### src/hdl/csp_pkg.sv
// Shared constants, types and widths for the capacitive slider position block.
package csp_pkg;

    // Slider geometry and count width.
    localparam int NUM_PADS   = 4;
    localparam int COUNT_BITS = 16;

    // Normalized pad levels run 0..256 and need 9 bits.
    localparam int LVL_SHIFT = 8;
    localparam int LVL_W     = LVL_SHIFT + 1;
    localparam int THR_W     = 9;

    localparam logic [LVL_W-1:0] LEVEL_FULL   = LVL_W'(256);
    localparam logic [LVL_W-1:0] EDGE_LEVEL   = LVL_W'(255);
    localparam logic [THR_W-1:0] THRESH_RESET = THR_W'(236);

    // Level divider: one quotient bit per stage. The quotient is known to stay
    // below 2^LVL_STEPS once the saturation check has passed.
    localparam int LVL_STEPS = LVL_SHIFT + 1;
    localparam int REM_W     = COUNT_BITS + LVL_STEPS;
    localparam int LANE_LAT  = LVL_STEPS + 1;

    // Interpolation terms: numerator is (256 - level) << 3, quotient at most 8.
    localparam int NUM_SHIFT  = 3;
    localparam int NUM_W      = LVL_W + NUM_SHIFT;
    localparam int TERM_W     = NUM_SHIFT + 1;
    localparam int TERM_STEPS = TERM_W;
    localparam int INTERP_LAT = TERM_STEPS + 1;

    // Pad pitch is 16 position units.
    localparam int PAD_SHIFT = 4;
    localparam int PICK_W    = (NUM_PADS > 1) ? $clog2(NUM_PADS) : 1;
    localparam int RAW_W     = PICK_W + PAD_SHIFT + 1;
    localparam int POS_W     = 6;
    localparam int POS_TOP   = (NUM_PADS - 1) * 16;

    // Whole pipeline from input register to result register.
    localparam int MERGE_LAT = 1;
    localparam int PIPE_LAT  = LANE_LAT + MERGE_LAT + INTERP_LAT;

    // Result queue.
    localparam int FIFO_DEPTH = 32;
    localparam int FIFO_AW    = $clog2(FIFO_DEPTH);
    localparam int FIFO_CW    = FIFO_AW + 1;

    typedef logic [LVL_W-1:0] t_level;

    // Handoff from the merging stage to the interpolation divider.
    typedef struct packed {
        logic              hit;
        logic [PICK_W-1:0] pick;
        logic [LVL_W-1:0]  den;
        logic [NUM_W-1:0]  lo_num;
        logic [NUM_W-1:0]  hi_num;
    } t_merge;

    // One finished result.
    typedef struct packed {
        logic             touched;
        logic [POS_W-1:0] position;
    } t_result;

endpackage

### src/hdl/csp_ifs.sv
// Valid/ready channel interfaces for the scan input and the position output.
interface csp_in_if;
    logic                           valid;
    logic                           ready;
    logic [csp_pkg::COUNT_BITS-1:0] pad0_count;
    logic [csp_pkg::COUNT_BITS-1:0] pad1_count;
    logic [csp_pkg::COUNT_BITS-1:0] pad2_count;
    logic [csp_pkg::COUNT_BITS-1:0] pad3_count;
    logic [csp_pkg::COUNT_BITS-1:0] pad0_max;
    logic [csp_pkg::COUNT_BITS-1:0] pad1_max;
    logic [csp_pkg::COUNT_BITS-1:0] pad2_max;
    logic [csp_pkg::COUNT_BITS-1:0] pad3_max;

    modport source (
        output valid, pad0_count, pad1_count, pad2_count, pad3_count,
               pad0_max, pad1_max, pad2_max, pad3_max,
        input  ready
    );
    modport sink (
        input  valid, pad0_count, pad1_count, pad2_count, pad3_count,
               pad0_max, pad1_max, pad2_max, pad3_max,
        output ready
    );
endinterface

interface csp_out_if;
    logic                      valid;
    logic                      ready;
    logic                      touched;
    logic [csp_pkg::POS_W-1:0] position;

    modport source (output valid, touched, position, input ready);
    modport sink   (input valid, touched, position, output ready);
endinterface

### src/hdl/csp_level_lane.sv
// One pad lane: pipelined restoring divider giving the normalized pad level.
module csp_level_lane (
    input  logic                           i_clk,
    input  logic [csp_pkg::COUNT_BITS-1:0] i_count,
    input  logic [csp_pkg::COUNT_BITS-1:0] i_max,
    output csp_pkg::t_level                o_level
);

    logic [csp_pkg::REM_W-1:0]      r_rem [csp_pkg::LVL_STEPS];
    logic [csp_pkg::REM_W-1:0]      n_rem [csp_pkg::LVL_STEPS];
    logic [csp_pkg::COUNT_BITS-1:0] r_div [csp_pkg::LVL_STEPS];
    logic [csp_pkg::COUNT_BITS-1:0] n_div [csp_pkg::LVL_STEPS];
    logic [csp_pkg::LVL_W-1:0]      r_q   [csp_pkg::LVL_STEPS];
    logic [csp_pkg::LVL_W-1:0]      n_q   [csp_pkg::LVL_STEPS];
    logic                           r_sat [csp_pkg::LVL_STEPS];
    logic                           n_sat [csp_pkg::LVL_STEPS];
    csp_pkg::t_level                r_level;
    csp_pkg::t_level                n_level;

    // Entry stage flags a zero max or a quotient that is sure to exceed full
    // scale (count at least twice max); every later stage retires one bit.
    always_comb begin
        logic [csp_pkg::REM_W-1:0] sh;
        logic [csp_pkg::REM_W-1:0] rem;
        logic [csp_pkg::LVL_W-1:0] q;
        logic                      take;

        n_rem[0] = csp_pkg::REM_W'(i_count) << csp_pkg::LVL_SHIFT;
        n_div[0] = i_max;
        n_q[0]   = '0;
        n_sat[0] = (i_max == '0) || ({1'b0, i_count} >= {i_max, 1'b0});

        for (int s = 1; s < csp_pkg::LVL_STEPS; s++) begin
            sh       = csp_pkg::REM_W'(r_div[s-1]) << (csp_pkg::LVL_STEPS - s);
            take     = (r_rem[s-1] >= sh);
            n_rem[s] = take ? (r_rem[s-1] - sh) : r_rem[s-1];
            n_div[s] = r_div[s-1];
            n_q[s]   = {r_q[s-1][csp_pkg::LVL_W-2:0], take};
            n_sat[s] = r_sat[s-1];
        end

        // Last quotient bit, then clamp to full scale.
        rem  = r_rem[csp_pkg::LVL_STEPS-1];
        sh   = csp_pkg::REM_W'(r_div[csp_pkg::LVL_STEPS-1]);
        take = (rem >= sh);
        q    = {r_q[csp_pkg::LVL_STEPS-1][csp_pkg::LVL_W-2:0], take};
        if (r_sat[csp_pkg::LVL_STEPS-1] || (q > csp_pkg::LEVEL_FULL)) begin
            n_level = csp_pkg::LEVEL_FULL;
        end else begin
            n_level = q;
        end
    end

    // Stage registers carry payload only; validity is tracked at the top level.
    always_ff @(posedge i_clk) begin
        for (int s = 0; s < csp_pkg::LVL_STEPS; s++) begin
            r_rem[s] <= n_rem[s];
            r_div[s] <= n_div[s];
            r_q[s]   <= n_q[s];
            r_sat[s] <= n_sat[s];
        end
        r_level <= n_level;
    end

    assign o_level = r_level;

endmodule

### src/hdl/csp_merge.sv
// Merging stage: picks the touched pad and forms the interpolation operands.
module csp_merge (
    input  logic                      i_clk,
    input  csp_pkg::t_level           i_level [csp_pkg::NUM_PADS],
    input  logic [csp_pkg::THR_W-1:0] i_thr,
    output csp_pkg::t_merge           o_merge
);

    csp_pkg::t_merge r_merge;
    csp_pkg::t_merge n_merge;

    // First pad with the strictly lowest level under the threshold wins.
    always_comb begin
        csp_pkg::t_level             lv_ext [csp_pkg::NUM_PADS + 2];
        csp_pkg::t_level             best;
        csp_pkg::t_level             left;
        csp_pkg::t_level             right;
        logic [csp_pkg::LVL_W-1:0]   lo_diff;
        logic [csp_pkg::LVL_W-1:0]   hi_diff;
        logic                        hit;
        logic [csp_pkg::PICK_W-1:0]  pick;

        // Virtual pads beyond both ends read just under full scale.
        lv_ext[0]                     = csp_pkg::EDGE_LEVEL;
        lv_ext[csp_pkg::NUM_PADS + 1] = csp_pkg::EDGE_LEVEL;
        for (int i = 0; i < csp_pkg::NUM_PADS; i++) begin
            lv_ext[i+1] = i_level[i];
        end

        if (i_thr > csp_pkg::THR_W'(csp_pkg::LEVEL_FULL)) begin
            best = csp_pkg::LEVEL_FULL;
        end else begin
            best = csp_pkg::LVL_W'(i_thr);
        end
        hit   = 1'b0;
        pick  = '0;
        left  = csp_pkg::EDGE_LEVEL;
        right = csp_pkg::EDGE_LEVEL;

        for (int i = 0; i < csp_pkg::NUM_PADS; i++) begin
            if (lv_ext[i+1] < best) begin
                best  = lv_ext[i+1];
                hit   = 1'b1;
                pick  = csp_pkg::PICK_W'(i);
                left  = lv_ext[i];
                right = lv_ext[i+2];
            end
        end

        lo_diff        = csp_pkg::LEVEL_FULL - left;
        hi_diff        = csp_pkg::LEVEL_FULL - right;
        n_merge.hit    = hit;
        n_merge.pick   = pick;
        n_merge.den    = csp_pkg::LEVEL_FULL - best;
        n_merge.lo_num = {lo_diff, {csp_pkg::NUM_SHIFT{1'b0}}};
        n_merge.hi_num = {hi_diff, {csp_pkg::NUM_SHIFT{1'b0}}};
    end

    always_ff @(posedge i_clk) begin
        r_merge <= n_merge;
    end

    assign o_merge = r_merge;

endmodule

### src/hdl/csp_interp.sv
// Interpolation: pipelined division of both neighbor terms, then position clamp.
module csp_interp (
    input  logic             i_clk,
    input  csp_pkg::t_merge  i_merge,
    output csp_pkg::t_result o_result
);

    logic [csp_pkg::NUM_W-1:0]  r_lo_rem [csp_pkg::TERM_STEPS];
    logic [csp_pkg::NUM_W-1:0]  n_lo_rem [csp_pkg::TERM_STEPS];
    logic [csp_pkg::NUM_W-1:0]  r_hi_rem [csp_pkg::TERM_STEPS];
    logic [csp_pkg::NUM_W-1:0]  n_hi_rem [csp_pkg::TERM_STEPS];
    logic [csp_pkg::TERM_W-1:0] r_lo_q   [csp_pkg::TERM_STEPS];
    logic [csp_pkg::TERM_W-1:0] n_lo_q   [csp_pkg::TERM_STEPS];
    logic [csp_pkg::TERM_W-1:0] r_hi_q   [csp_pkg::TERM_STEPS];
    logic [csp_pkg::TERM_W-1:0] n_hi_q   [csp_pkg::TERM_STEPS];
    logic [csp_pkg::LVL_W-1:0]  r_den    [csp_pkg::TERM_STEPS];
    logic [csp_pkg::LVL_W-1:0]  n_den    [csp_pkg::TERM_STEPS];
    logic [csp_pkg::PICK_W-1:0] r_pick   [csp_pkg::TERM_STEPS];
    logic [csp_pkg::PICK_W-1:0] n_pick   [csp_pkg::TERM_STEPS];
    logic                       r_hit    [csp_pkg::TERM_STEPS];
    logic                       n_hit    [csp_pkg::TERM_STEPS];
    csp_pkg::t_result           r_result;
    csp_pkg::t_result           n_result;

    // Source of each stage: the merge register for the first, else the stage before.
    logic [csp_pkg::NUM_W-1:0]  src_lo_rem [csp_pkg::TERM_STEPS];
    logic [csp_pkg::NUM_W-1:0]  src_hi_rem [csp_pkg::TERM_STEPS];
    logic [csp_pkg::TERM_W-1:0] src_lo_q   [csp_pkg::TERM_STEPS];
    logic [csp_pkg::TERM_W-1:0] src_hi_q   [csp_pkg::TERM_STEPS];
    logic [csp_pkg::LVL_W-1:0]  src_den    [csp_pkg::TERM_STEPS];
    logic [csp_pkg::PICK_W-1:0] src_pick   [csp_pkg::TERM_STEPS];
    logic                       src_hit    [csp_pkg::TERM_STEPS];

    always_comb begin
        src_lo_rem[0] = i_merge.lo_num;
        src_hi_rem[0] = i_merge.hi_num;
        src_lo_q[0]   = '0;
        src_hi_q[0]   = '0;
        src_den[0]    = i_merge.den;
        src_pick[0]   = i_merge.pick;
        src_hit[0]    = i_merge.hit;
        for (int s = 1; s < csp_pkg::TERM_STEPS; s++) begin
            src_lo_rem[s] = r_lo_rem[s-1];
            src_hi_rem[s] = r_hi_rem[s-1];
            src_lo_q[s]   = r_lo_q[s-1];
            src_hi_q[s]   = r_hi_q[s-1];
            src_den[s]    = r_den[s-1];
            src_pick[s]   = r_pick[s-1];
            src_hit[s]    = r_hit[s-1];
        end
    end

    // One restoring step per stage for both terms; they share the divisor.
    always_comb begin
        logic [csp_pkg::NUM_W:0] sh;
        logic                    take_lo;
        logic                    take_hi;

        for (int s = 0; s < csp_pkg::TERM_STEPS; s++) begin
            sh       = (csp_pkg::NUM_W + 1)'(src_den[s]) << (csp_pkg::TERM_STEPS - 1 - s);
            take_lo  = ({1'b0, src_lo_rem[s]} >= sh);
            take_hi  = ({1'b0, src_hi_rem[s]} >= sh);
            n_lo_rem[s] = take_lo ? (src_lo_rem[s] - sh[csp_pkg::NUM_W-1:0]) : src_lo_rem[s];
            n_hi_rem[s] = take_hi ? (src_hi_rem[s] - sh[csp_pkg::NUM_W-1:0]) : src_hi_rem[s];
            n_lo_q[s]   = {src_lo_q[s][csp_pkg::TERM_W-2:0], take_lo};
            n_hi_q[s]   = {src_hi_q[s][csp_pkg::TERM_W-2:0], take_hi};
            n_den[s]    = src_den[s];
            n_pick[s]   = src_pick[s];
            n_hit[s]    = src_hit[s];
        end
    end

    // Position is pick * 16 - left term + right term, held to the slider range.
    always_comb begin
        logic [csp_pkg::RAW_W-1:0] base;
        logic [csp_pkg::RAW_W-1:0] sum;
        logic [csp_pkg::RAW_W-1:0] lo;
        logic [csp_pkg::RAW_W-1:0] raw;

        base = csp_pkg::RAW_W'({r_pick[csp_pkg::TERM_STEPS-1], {csp_pkg::PAD_SHIFT{1'b0}}});
        sum  = base + csp_pkg::RAW_W'(r_hi_q[csp_pkg::TERM_STEPS-1]);
        lo   = csp_pkg::RAW_W'(r_lo_q[csp_pkg::TERM_STEPS-1]);
        if (sum < lo) begin
            raw = '0;
        end else begin
            raw = sum - lo;
        end
        if (raw > csp_pkg::RAW_W'(csp_pkg::POS_TOP)) begin
            raw = csp_pkg::RAW_W'(csp_pkg::POS_TOP);
        end

        n_result.touched = r_hit[csp_pkg::TERM_STEPS-1];
        if (r_hit[csp_pkg::TERM_STEPS-1]) begin
            n_result.position = raw[csp_pkg::POS_W-1:0];
        end else begin
            n_result.position = '0;
        end
    end

    always_ff @(posedge i_clk) begin
        for (int s = 0; s < csp_pkg::TERM_STEPS; s++) begin
            r_lo_rem[s] <= n_lo_rem[s];
            r_hi_rem[s] <= n_hi_rem[s];
            r_lo_q[s]   <= n_lo_q[s];
            r_hi_q[s]   <= n_hi_q[s];
            r_den[s]    <= n_den[s];
            r_pick[s]   <= n_pick[s];
            r_hit[s]    <= n_hit[s];
        end
        r_result <= n_result;
    end

    assign o_result = r_result;

endmodule

### src/hdl/csp_out_fifo.sv
// Result queue between the fixed-latency pipeline and the output channel.
module csp_out_fifo (
    input  logic             i_clk,
    input  logic             i_rst_n,
    input  logic             i_wr_en,
    input  csp_pkg::t_result i_wr_data,
    input  logic             i_rd_en,
    output logic             o_rd_valid,
    output csp_pkg::t_result o_rd_data
);

    csp_pkg::t_result            r_slot [csp_pkg::FIFO_DEPTH];
    logic [csp_pkg::FIFO_AW-1:0] r_wptr;
    logic [csp_pkg::FIFO_AW-1:0] n_wptr;
    logic [csp_pkg::FIFO_AW-1:0] r_rptr;
    logic [csp_pkg::FIFO_AW-1:0] n_rptr;
    logic [csp_pkg::FIFO_CW-1:0] r_count;
    logic [csp_pkg::FIFO_CW-1:0] n_count;

    // Pointer and fill bookkeeping.
    always_comb begin
        n_wptr  = i_wr_en ? (r_wptr + 1'b1) : r_wptr;
        n_rptr  = i_rd_en ? (r_rptr + 1'b1) : r_rptr;
        n_count = r_count + csp_pkg::FIFO_CW'(i_wr_en) - csp_pkg::FIFO_CW'(i_rd_en);
    end

    always_ff @(posedge i_clk) begin
        if (!i_rst_n) begin
            r_wptr  <= '0;
            r_rptr  <= '0;
            r_count <= '0;
        end else begin
            r_wptr  <= n_wptr;
            r_rptr  <= n_rptr;
            r_count <= n_count;
        end
    end

    // Storage slots hold payload only.
    always_ff @(posedge i_clk) begin
        if (i_wr_en) begin
            r_slot[r_wptr] <= i_wr_data;
        end
    end

    assign o_rd_valid = (r_count != '0);
    assign o_rd_data  = r_slot[r_rptr];

endmodule

### src/hdl/cap_slider_position.sv
// Top level: four pad lanes, merging stage, interpolation divider and result queue.
// Each scan passes the pad lanes, the merging stage and the interpolation divider
// into the result register, then enters the result queue that offers it out.
// Throughput: one scan per cycle; the 16-stage pipeline never stalls and input
// ready is held by a 32-entry credit count on the result queue.
// Reset clears the pipeline valid chain, the queue and sets the threshold to 236.
module cap_slider_position (
    input  logic                      i_clk,
    input  logic                      i_rst_n,
    csp_in_if.sink                    i_scan,
    csp_out_if.source                 o_pos,
    input  logic                      i_cfg_wr_en,
    input  logic [csp_pkg::THR_W-1:0] i_cfg_wr_data
);

    logic [csp_pkg::THR_W-1:0]      r_thr;
    logic [csp_pkg::THR_W-1:0]      n_thr;
    logic [csp_pkg::PIPE_LAT-1:0]   r_vld;
    logic [csp_pkg::PIPE_LAT-1:0]   n_vld;
    logic [csp_pkg::FIFO_CW-1:0]    r_inflight;
    logic [csp_pkg::FIFO_CW-1:0]    n_inflight;
    logic                           accept;
    logic                           deliver;
    logic                           q_valid;
    logic [csp_pkg::COUNT_BITS-1:0] w_count [csp_pkg::NUM_PADS];
    logic [csp_pkg::COUNT_BITS-1:0] w_max   [csp_pkg::NUM_PADS];
    csp_pkg::t_level                w_level [csp_pkg::NUM_PADS];
    csp_pkg::t_merge                w_merge;
    csp_pkg::t_result               w_result;
    csp_pkg::t_result               q_data;

    // Scan fields in pad order.
    assign w_count[0] = i_scan.pad0_count;
    assign w_count[1] = i_scan.pad1_count;
    assign w_count[2] = i_scan.pad2_count;
    assign w_count[3] = i_scan.pad3_count;
    assign w_max[0]   = i_scan.pad0_max;
    assign w_max[1]   = i_scan.pad1_max;
    assign w_max[2]   = i_scan.pad2_max;
    assign w_max[3]   = i_scan.pad3_max;

    // Handshakes: accept while the queue still has a free credit.
    assign i_scan.ready = (r_inflight < csp_pkg::FIFO_CW'(csp_pkg::FIFO_DEPTH));
    assign accept       = i_scan.valid && i_scan.ready;
    assign deliver      = q_valid && o_pos.ready;

    // Threshold register, valid chain and credit count.
    always_comb begin
        n_thr      = i_cfg_wr_en ? i_cfg_wr_data : r_thr;
        n_vld      = {r_vld[csp_pkg::PIPE_LAT-2:0], accept};
        n_inflight = r_inflight + csp_pkg::FIFO_CW'(accept) - csp_pkg::FIFO_CW'(deliver);
    end

    always_ff @(posedge i_clk) begin
        if (!i_rst_n) begin
            r_thr      <= csp_pkg::THRESH_RESET;
            r_vld      <= '0;
            r_inflight <= '0;
        end else begin
            r_thr      <= n_thr;
            r_vld      <= n_vld;
            r_inflight <= n_inflight;
        end
    end

    // One normalizing divider lane per pad.
    for (genvar g = 0; g < csp_pkg::NUM_PADS; g++) begin : g_lane
        csp_level_lane u_lane (
            .i_clk   (i_clk),
            .i_count (w_count[g]),
            .i_max   (w_max[g]),
            .o_level (w_level[g])
        );
    end

    csp_merge u_merge (
        .i_clk   (i_clk),
        .i_level (w_level),
        .i_thr   (r_thr),
        .o_merge (w_merge)
    );

    csp_interp u_interp (
        .i_clk    (i_clk),
        .i_merge  (w_merge),
        .o_result (w_result)
    );

    csp_out_fifo u_fifo (
        .i_clk      (i_clk),
        .i_rst_n    (i_rst_n),
        .i_wr_en    (r_vld[csp_pkg::PIPE_LAT-1]),
        .i_wr_data  (w_result),
        .i_rd_en    (deliver),
        .o_rd_valid (q_valid),
        .o_rd_data  (q_data)
    );

    assign o_pos.valid    = q_valid;
    assign o_pos.touched  = q_data.touched;
    assign o_pos.position = q_data.position;

    // The credit count never exceeds the queue depth.
    a_credit_bound: assert property (@(posedge i_clk) disable iff (!i_rst_n)
        r_inflight <= csp_pkg::FIFO_CW'(csp_pkg::FIFO_DEPTH))
        else $error("in-flight count exceeds result queue depth");

    // A transaction leaving the pipeline always has a credit behind it.
    a_write_credit: assert property (@(posedge i_clk) disable iff (!i_rst_n)
        r_vld[csp_pkg::PIPE_LAT-1] |-> (r_inflight != '0))
        else $error("pipeline result without an outstanding transaction");

    // An offered result always belongs to an outstanding transaction.
    a_valid_credit: assert property (@(posedge i_clk) disable iff (!i_rst_n)
        q_valid |-> (r_inflight != '0))
        else $error("output valid with no transaction in flight");

    // Untouched results report position zero, touched ones stay in range.
    a_pos_range: assert property (@(posedge i_clk) disable iff (!i_rst_n)
        q_valid |-> ((!q_data.touched && (q_data.position == '0)) ||
                     (q_data.touched &&
                      (q_data.position <= csp_pkg::POS_W'(csp_pkg::POS_TOP)))))
        else $error("output position outside the slider range");

endmodule

### src/flat_wrapper.sv
// flat-port wrapper written by rule: the top's interface ports become plain ports
module cap_slider_position_flat 
  (i_clk, i_rst_n, i_cfg_wr_en, i_cfg_wr_data, i_scan_valid, i_scan_pad0_count, i_scan_pad1_count, i_scan_pad2_count, i_scan_pad3_count, i_scan_pad0_max, i_scan_pad1_max, i_scan_pad2_max, i_scan_pad3_max, i_scan_ready, o_pos_valid, o_pos_touched, o_pos_position, o_pos_ready);
  csp_in_if i_scan_i ();
  csp_out_if o_pos_i ();
  input  logic i_clk;
  input  logic i_rst_n;
  input  logic i_cfg_wr_en;
  input  logic [csp_pkg::THR_W-1:0] i_cfg_wr_data;
  input wire logic [$bits(i_scan_i.valid)-1:0] i_scan_valid;
  input wire logic [$bits(i_scan_i.pad0_count)-1:0] i_scan_pad0_count;
  input wire logic [$bits(i_scan_i.pad1_count)-1:0] i_scan_pad1_count;
  input wire logic [$bits(i_scan_i.pad2_count)-1:0] i_scan_pad2_count;
  input wire logic [$bits(i_scan_i.pad3_count)-1:0] i_scan_pad3_count;
  input wire logic [$bits(i_scan_i.pad0_max)-1:0] i_scan_pad0_max;
  input wire logic [$bits(i_scan_i.pad1_max)-1:0] i_scan_pad1_max;
  input wire logic [$bits(i_scan_i.pad2_max)-1:0] i_scan_pad2_max;
  input wire logic [$bits(i_scan_i.pad3_max)-1:0] i_scan_pad3_max;
  output wire logic [$bits(i_scan_i.ready)-1:0] i_scan_ready;
  output wire logic [$bits(o_pos_i.valid)-1:0] o_pos_valid;
  output wire logic [$bits(o_pos_i.touched)-1:0] o_pos_touched;
  output wire logic [$bits(o_pos_i.position)-1:0] o_pos_position;
  input wire logic [$bits(o_pos_i.ready)-1:0] o_pos_ready;
  assign i_scan_i.valid = i_scan_valid;
  assign i_scan_i.pad0_count = i_scan_pad0_count;
  assign i_scan_i.pad1_count = i_scan_pad1_count;
  assign i_scan_i.pad2_count = i_scan_pad2_count;
  assign i_scan_i.pad3_count = i_scan_pad3_count;
  assign i_scan_i.pad0_max = i_scan_pad0_max;
  assign i_scan_i.pad1_max = i_scan_pad1_max;
  assign i_scan_i.pad2_max = i_scan_pad2_max;
  assign i_scan_i.pad3_max = i_scan_pad3_max;
  assign i_scan_ready = i_scan_i.ready;
  assign o_pos_valid = o_pos_i.valid;
  assign o_pos_touched = o_pos_i.touched;
  assign o_pos_position = o_pos_i.position;
  assign o_pos_i.ready = o_pos_ready;
  cap_slider_position u_core (.i_clk(i_clk), .i_rst_n(i_rst_n), .i_scan(i_scan_i), .o_pos(o_pos_i), .i_cfg_wr_en(i_cfg_wr_en), .i_cfg_wr_data(i_cfg_wr_data));
endmodule
### config.mk
export PLATFORM = sky130hd
export DESIGN_NAME = cap_slider_position_flat
export DESIGN_NICKNAME = d
export VERILOG_FILES = /design/src/hdl/csp_pkg.sv /design/src/hdl/csp_ifs.sv /design/src/hdl/csp_level_lane.sv /design/src/hdl/csp_merge.sv /design/src/hdl/csp_interp.sv /design/src/hdl/csp_out_fifo.sv /design/src/hdl/cap_slider_position.sv /design/src/flat_wrapper.sv
export SDC_FILE = /design/constraint.sdc
export NUM_CORES = 2
export LEC_CHECK = 0
export ABC_AREA = 1
export CAP_MARGIN = 15
export CORE_MARGIN = 4
export CORE_UTILIZATION = 45
export DETAILED_ROUTE_END_ITERATION = 16
export DONT_BUFFER_PORTS = 1
export PLACE_DENSITY = 0.61
export SYNTH_ARGS = -nofsm -noshare
export SYNTH_HDL_FRONTEND = slang
export SYNTH_SLANG_ARGS = --single-unit
export TNS_END_PERCENT = 1
### constraint.sdc
create_clock -name i_clk -period 9.42 [get_ports i_clk]
set_clock_uncertainty 0.1 [all_clocks]
set_input_delay 0.942 -clock i_clk [delete_from_list [all_inputs] [get_ports i_clk]]
set_output_delay 0.942 -clock i_clk [all_outputs]
set_load 0.03 [all_outputs]
==> results.py <==
metrics = {
    "power_and_ir_drop": {
        "peakVddDrop_mv": 0.1832,
        "p_clk_frac": 0.252,
        "p_leak_nw": 43.79,
        "switchingPower_mw": 11.62,
        "power.density_mw_per_mm2": 341.5,
        "p_sw_frac": 0.3586,
        "p_int_mw": 20.78,
        "power_frac_seq": 0.368,
        "combPwrFrac": 0.380,
        "fin_total_pwr_mw": 32.40,
    },
    "setup_path": {
        "r2r-start": "u_core.r_thr[4]",
        "end_kind": "flip-flop",
        "path_common_cell": "a21oi_1",
        "worstPathMaxFanout": 47,
        "critical_path_arrival_ps": 9120,
        "critPathSlowestCell": "nand2_2",
        "cp_slowest_stage_delay_ps": 590,
        "r2r_cells": 37,
        "required_ps": 10020,
        "r2r-end": "u_core.u_merge.o_merge[9]",
        "path_class": "reg2reg",
        "cp-start-kind": "flip-flop",
        "ff2ff_setup_slack_ps": 900,
    },
    "drt": {
        "via_count": 59950,
        "via_per_inst": 4.913,
        "ant_nets": 0,
        "avgRoutedWirePerCell_um": 13.75,
        "dr.first_iter.drc_count": 3228,
        "drt_pass1_iterations": 5,
        "drc": 0,
        "drt_wl_total_um": 167800,
    },
    "hold_path": {
        "hold-path-endpoint": "u_core.u_fifo.r_count[0]",
        "hp-class": "in2reg",
        "holdCritStartpoint": "i_rst_n",
        "holdPathStages": 2,
    },
    "clocking": {
        "cts_tree": "built",
        "cts_sinks": 1944,
        "h-tree-depth": 4,
        "cts_made_buffers": 201,
        "clk_latency_ps": 820,
        "cts_root_buffer": "clkbuf_16",
        "post_cts_resized": 0,
        "clk_path_buf_depth": 3,
        "cts.clk_slew.worst_paths_ps": 60,
    },
    "logic_synthesis": {
        "async_flop_share": 0,
        "ys_warn_count": 0,
        "yosysTopAreaCell": "dfxtp_1",
        "synth_edf_count": 224,
        "avgSynthCellArea_um2": 8.962,
        "ys_types": 68,
        "syn_area_mm2": 0.08383,
        "yosys.area.top_type_share": 0.4107,
        "synth_seq_area_share": 0.4910,
        "synth_fp_nets": 10300,
        "ys_seq_elements": 1944,
        "synthFlopType": "dfxtp_1",
        "syn_inst": 9354,
        "synth_area_leaders": "dfxtp_1 (41%), ha_1 (11%), edfxtp_1 (8.0%), inv_1 (5.9%), nand2_1 (5.8%)",
    },
    "grt": {
        "grt_pass1_vias": 60320,
        "grt_max_degree": 80,
        "track_usage": 0.1731,
        "grt_overflow": 0,
        "antenna_found_initial": 3,
        "grt_pass1_wl_um": 282700,
    },
    "final_layout": {
        "layout-area-overhead-vs-synth_pct": 13.16,
        "n_antenna_cell": 0,
        "regArea_mm2": 0.04116,
        "nets": 10490,
        "multiInputGateArea_mm2": 0.03703,
        "drive_above_1_share": 0.04381,
        "fin_cells": 12200,
        "n_fill_cell": 16670,
        "stdcell_area_mm2": 0.09487,
    },
    "die": {
        "chipWidth_um": 439.6,
        "fp.dieH_um": 439.6,
        "core-area_mm2": 0.1852,
        "die_area_mm2": 0.1933,
        "rows": 158,
        "design.portCount": 151,
        "initial_utilization": 0.4526,
    },
    "place": {
        "hpwl_um": 125900,
        "dp.cells": 11690,
        "io_buffer_count": 0,
        "dpl-instance-area_mm2": 0.08644,
        "gp_congestion": 0.9025,
    },
    "sta": {
        "post-route-period-util": 0.9045,
        "worstMarginPinSlew_ps": 1115,
        "fmax_mhz": 117.4,
        "relSlewSlack": 0.2546,
        "setup_viol": 0,
        "setup_tns_ps": 0,
        "report.final.slew_viol_count": 0,
        "period_minus_slack_ps": 8521,
        "rsz0062_at_grt": "no",
        "final-hold-violation-count": 0,
    },
    "status": {
        "status": "finished, final reports clean",
    },
    "run": {
        "cap_viol_max_count": 0,
    },
}
through the flow:
| stage | setup WS (ps) | hold WS, ps | utilization |
|---|---|---|---|
| 2_1_floorplan | 2230 | 209.6 | - |
| 3_3_place_gp | 887.5 | 210.0 | 0.4666 |
| 3_5_place_dp | 895.1 | 212.1 | 0.4666 |
| 4_1_cts | 882.2 | 27.43 | 0.5114 |
| 5_1_grt | 52.78 | 70.70 | 0.5121 |
| 6_report | 899.3 | 142.0 | 0.5121 |
repair_timing:
action	CTS	global route
setup buffers	0	0
endpoints found under the hold margin	128	0
endpoints found under the setup margin	0	0
hold buffers	128	0
how the worst max path moves through the flow:
stage,from,end
after floorplan,u_core.r_thr[6],u_core.u_merge.o_merge[32]
after global routing,u_core.r_thr[0],u_core.u_merge.o_merge[9]
final,u_core.r_thr[4],u_core.u_merge.o_merge[9]
after CTS,u_core.r_thr[6],u_core.u_merge.o_merge[9]
after detailed placement,u_core.r_thr[4],u_core.u_merge.o_merge[9]
after global placement,u_core.r_thr[6],u_core.u_merge.o_merge[9]
cell usage in the layout (no fill, tap or decap), types with 16 or more instances in the layout:
| master | instances |
|---|---|
| a21o_1 | 34 |
| clkbuf_8 | 35 |
| nand3_1 | 255 |
| xor2_1 | 329 |
| o31ai_1 | 25 |
| fa_1 | 41 |
| o21a_1 | 20 |
| xnor2_1 | 265 |
| dfxtp_1 | 1719 |
| o21bai_1 | 51 |
| nor2_1 | 786 |
| o211ai_1 | 19 |
| edfxtp_1 | 224 |
| bufinv_16 | 25 |
| dlygate4sd3_1 | 128 |
| o22ai_1 | 24 |
| a221oi_1 | 17 |
| a31oi_1 | 30 |
| nand2_1 | 1287 |
| a21oi_1 | 753 |
| ha_1 | 759 |
| nor4_1 | 51 |
| o21ai_1 | 23 |
| nand3b_1 | 16 |
| buf_4 | 24 |
| inv_1 | 1308 |
| nor3_1 | 94 |
| clkbuf_16 | 208 |
| or2_2 | 22 |
| o221ai_1 | 51 |
| clkbuf_1 | 44 |
| o21ai_0 | 731 |
| clkinv_2 | 39 |
| a211oi_1 | 35 |
| nand4_1 | 84 |
routing by layer:
| layer | vias up | share of wire | GRT usage |
|---|---|---|---|
| met1 | 27180 | 0.44 | 0.2064 |
| met5 | - | 0 | 0 |
| met2 | 1047 | 0.48 | 0.3104 |
| met3 | 390 | 0.037 | 0.02736 |
| li1 | 31330 | - | - |
| met4 | 0 | 0.036 | 0.06851 |
sequential cells by signal, indices dropped and copies added, names as in the netlist, named ones only:
register                      flops
u_core.u_interp.r_den            27
u_core.u_interp.r_pick            8
u_core.g_lane.u_lane.r_q        144
u_core.u_interp.r_hi_q           10
u_core.r_thr                      9
u_core.u_fifo.r_wptr              5
u_core.u_merge.o_merge           30
u_core.g_lane.u_lane.o_level     36
u_core.g_lane.u_lane.r_div      576
u_core.u_fifo.r_slot            224
u_core.r_inflight                 6
u_core.u_interp.r_lo_rem         30
u_core.g_lane.u_lane.r_rem      720
u_core.u_fifo.r_rptr              5
u_core.u_interp.r_lo_q           10
u_core.g_lane.u_lane.r_sat       36
u_core.u_interp.o_result          7
u_core.r_vld                     16
u_core.u_interp.r_hit             4
u_core.u_fifo.r_count             6
u_core.u_interp.r_hi_rem         30
power groups by stage:
stage / combinational (mW) / clock [mW] / sequential (mW)
2_1_floorplan: 9.95 / 0 / 11.7
3_3_place_gp: 11.8 / 0 / 12.1
6_report: 12.3 / 8.16 / 11.9
3_5_place_dp: 12.2 / 0 / 12.1
5_1_grt: 14.2 / 8.75 / 12.2
4_1_cts: 12.3 / 8.42 / 11.9
cells by family after synthesis:
family / share of synthesized area
AND/OR/NAND/NOR: 0.1312
flip-flops: 0.4910
AO/OA/AOI/OAI: 0.1250
buffers and inverters: 0.06734
adder cells (fa/ha/maj): 0.1231
XOR/XNOR: 0.06206
multiplexers: 0.0002686
worst max-delay path: cells and delay by family, from the launching register on:
family / cells / cell delay [ps]
compound gates: 15 / 4010
fa+ha+maj: 5 / 1460
buf+inv: 2 / 310
flops: 1 / 330
simple gates: 15 / 2190
layout make-up:
cell class                      count  share of cell area
Clock buffer                      288             0.06174
Clock inverter                     89             0.01216
Inverter                         1322             0.05231
Multi-Input combinational cell   5921              0.3904
Sequential cell                  1944              0.4339
Tap cell                         2480             0.03271
Timing Repair Buffer              159             0.01683
cell usage after synthesis (all sizes together) (3+ instances only):
library cell	n
dfxtp	1720
inv	1314
nand2	1302
nor2	791
ha	759
o21ai	757
a21oi	753
xor2	329
xnor2	265
nand3	259
edfxtp	224
clkbuf	149
nor3	95
nand4	84
nor4	51
o21bai	51
o221ai	51
fa	41
a211oi	35
a21o	34
a31oi	30
o31ai	25
o22ai	24
or2	22
o211ai	20
o21a	20
buf	18
a221oi	17
nand3b	16
a2111oi	14
o311ai	10
o2111ai	9
clkinv	8
a41oi	7
and2	7
a32oi	6
a311oi	5
and3	5
a21boi	4
nor4b	3
Note: power is estimated with default switching activity, not from simulation.
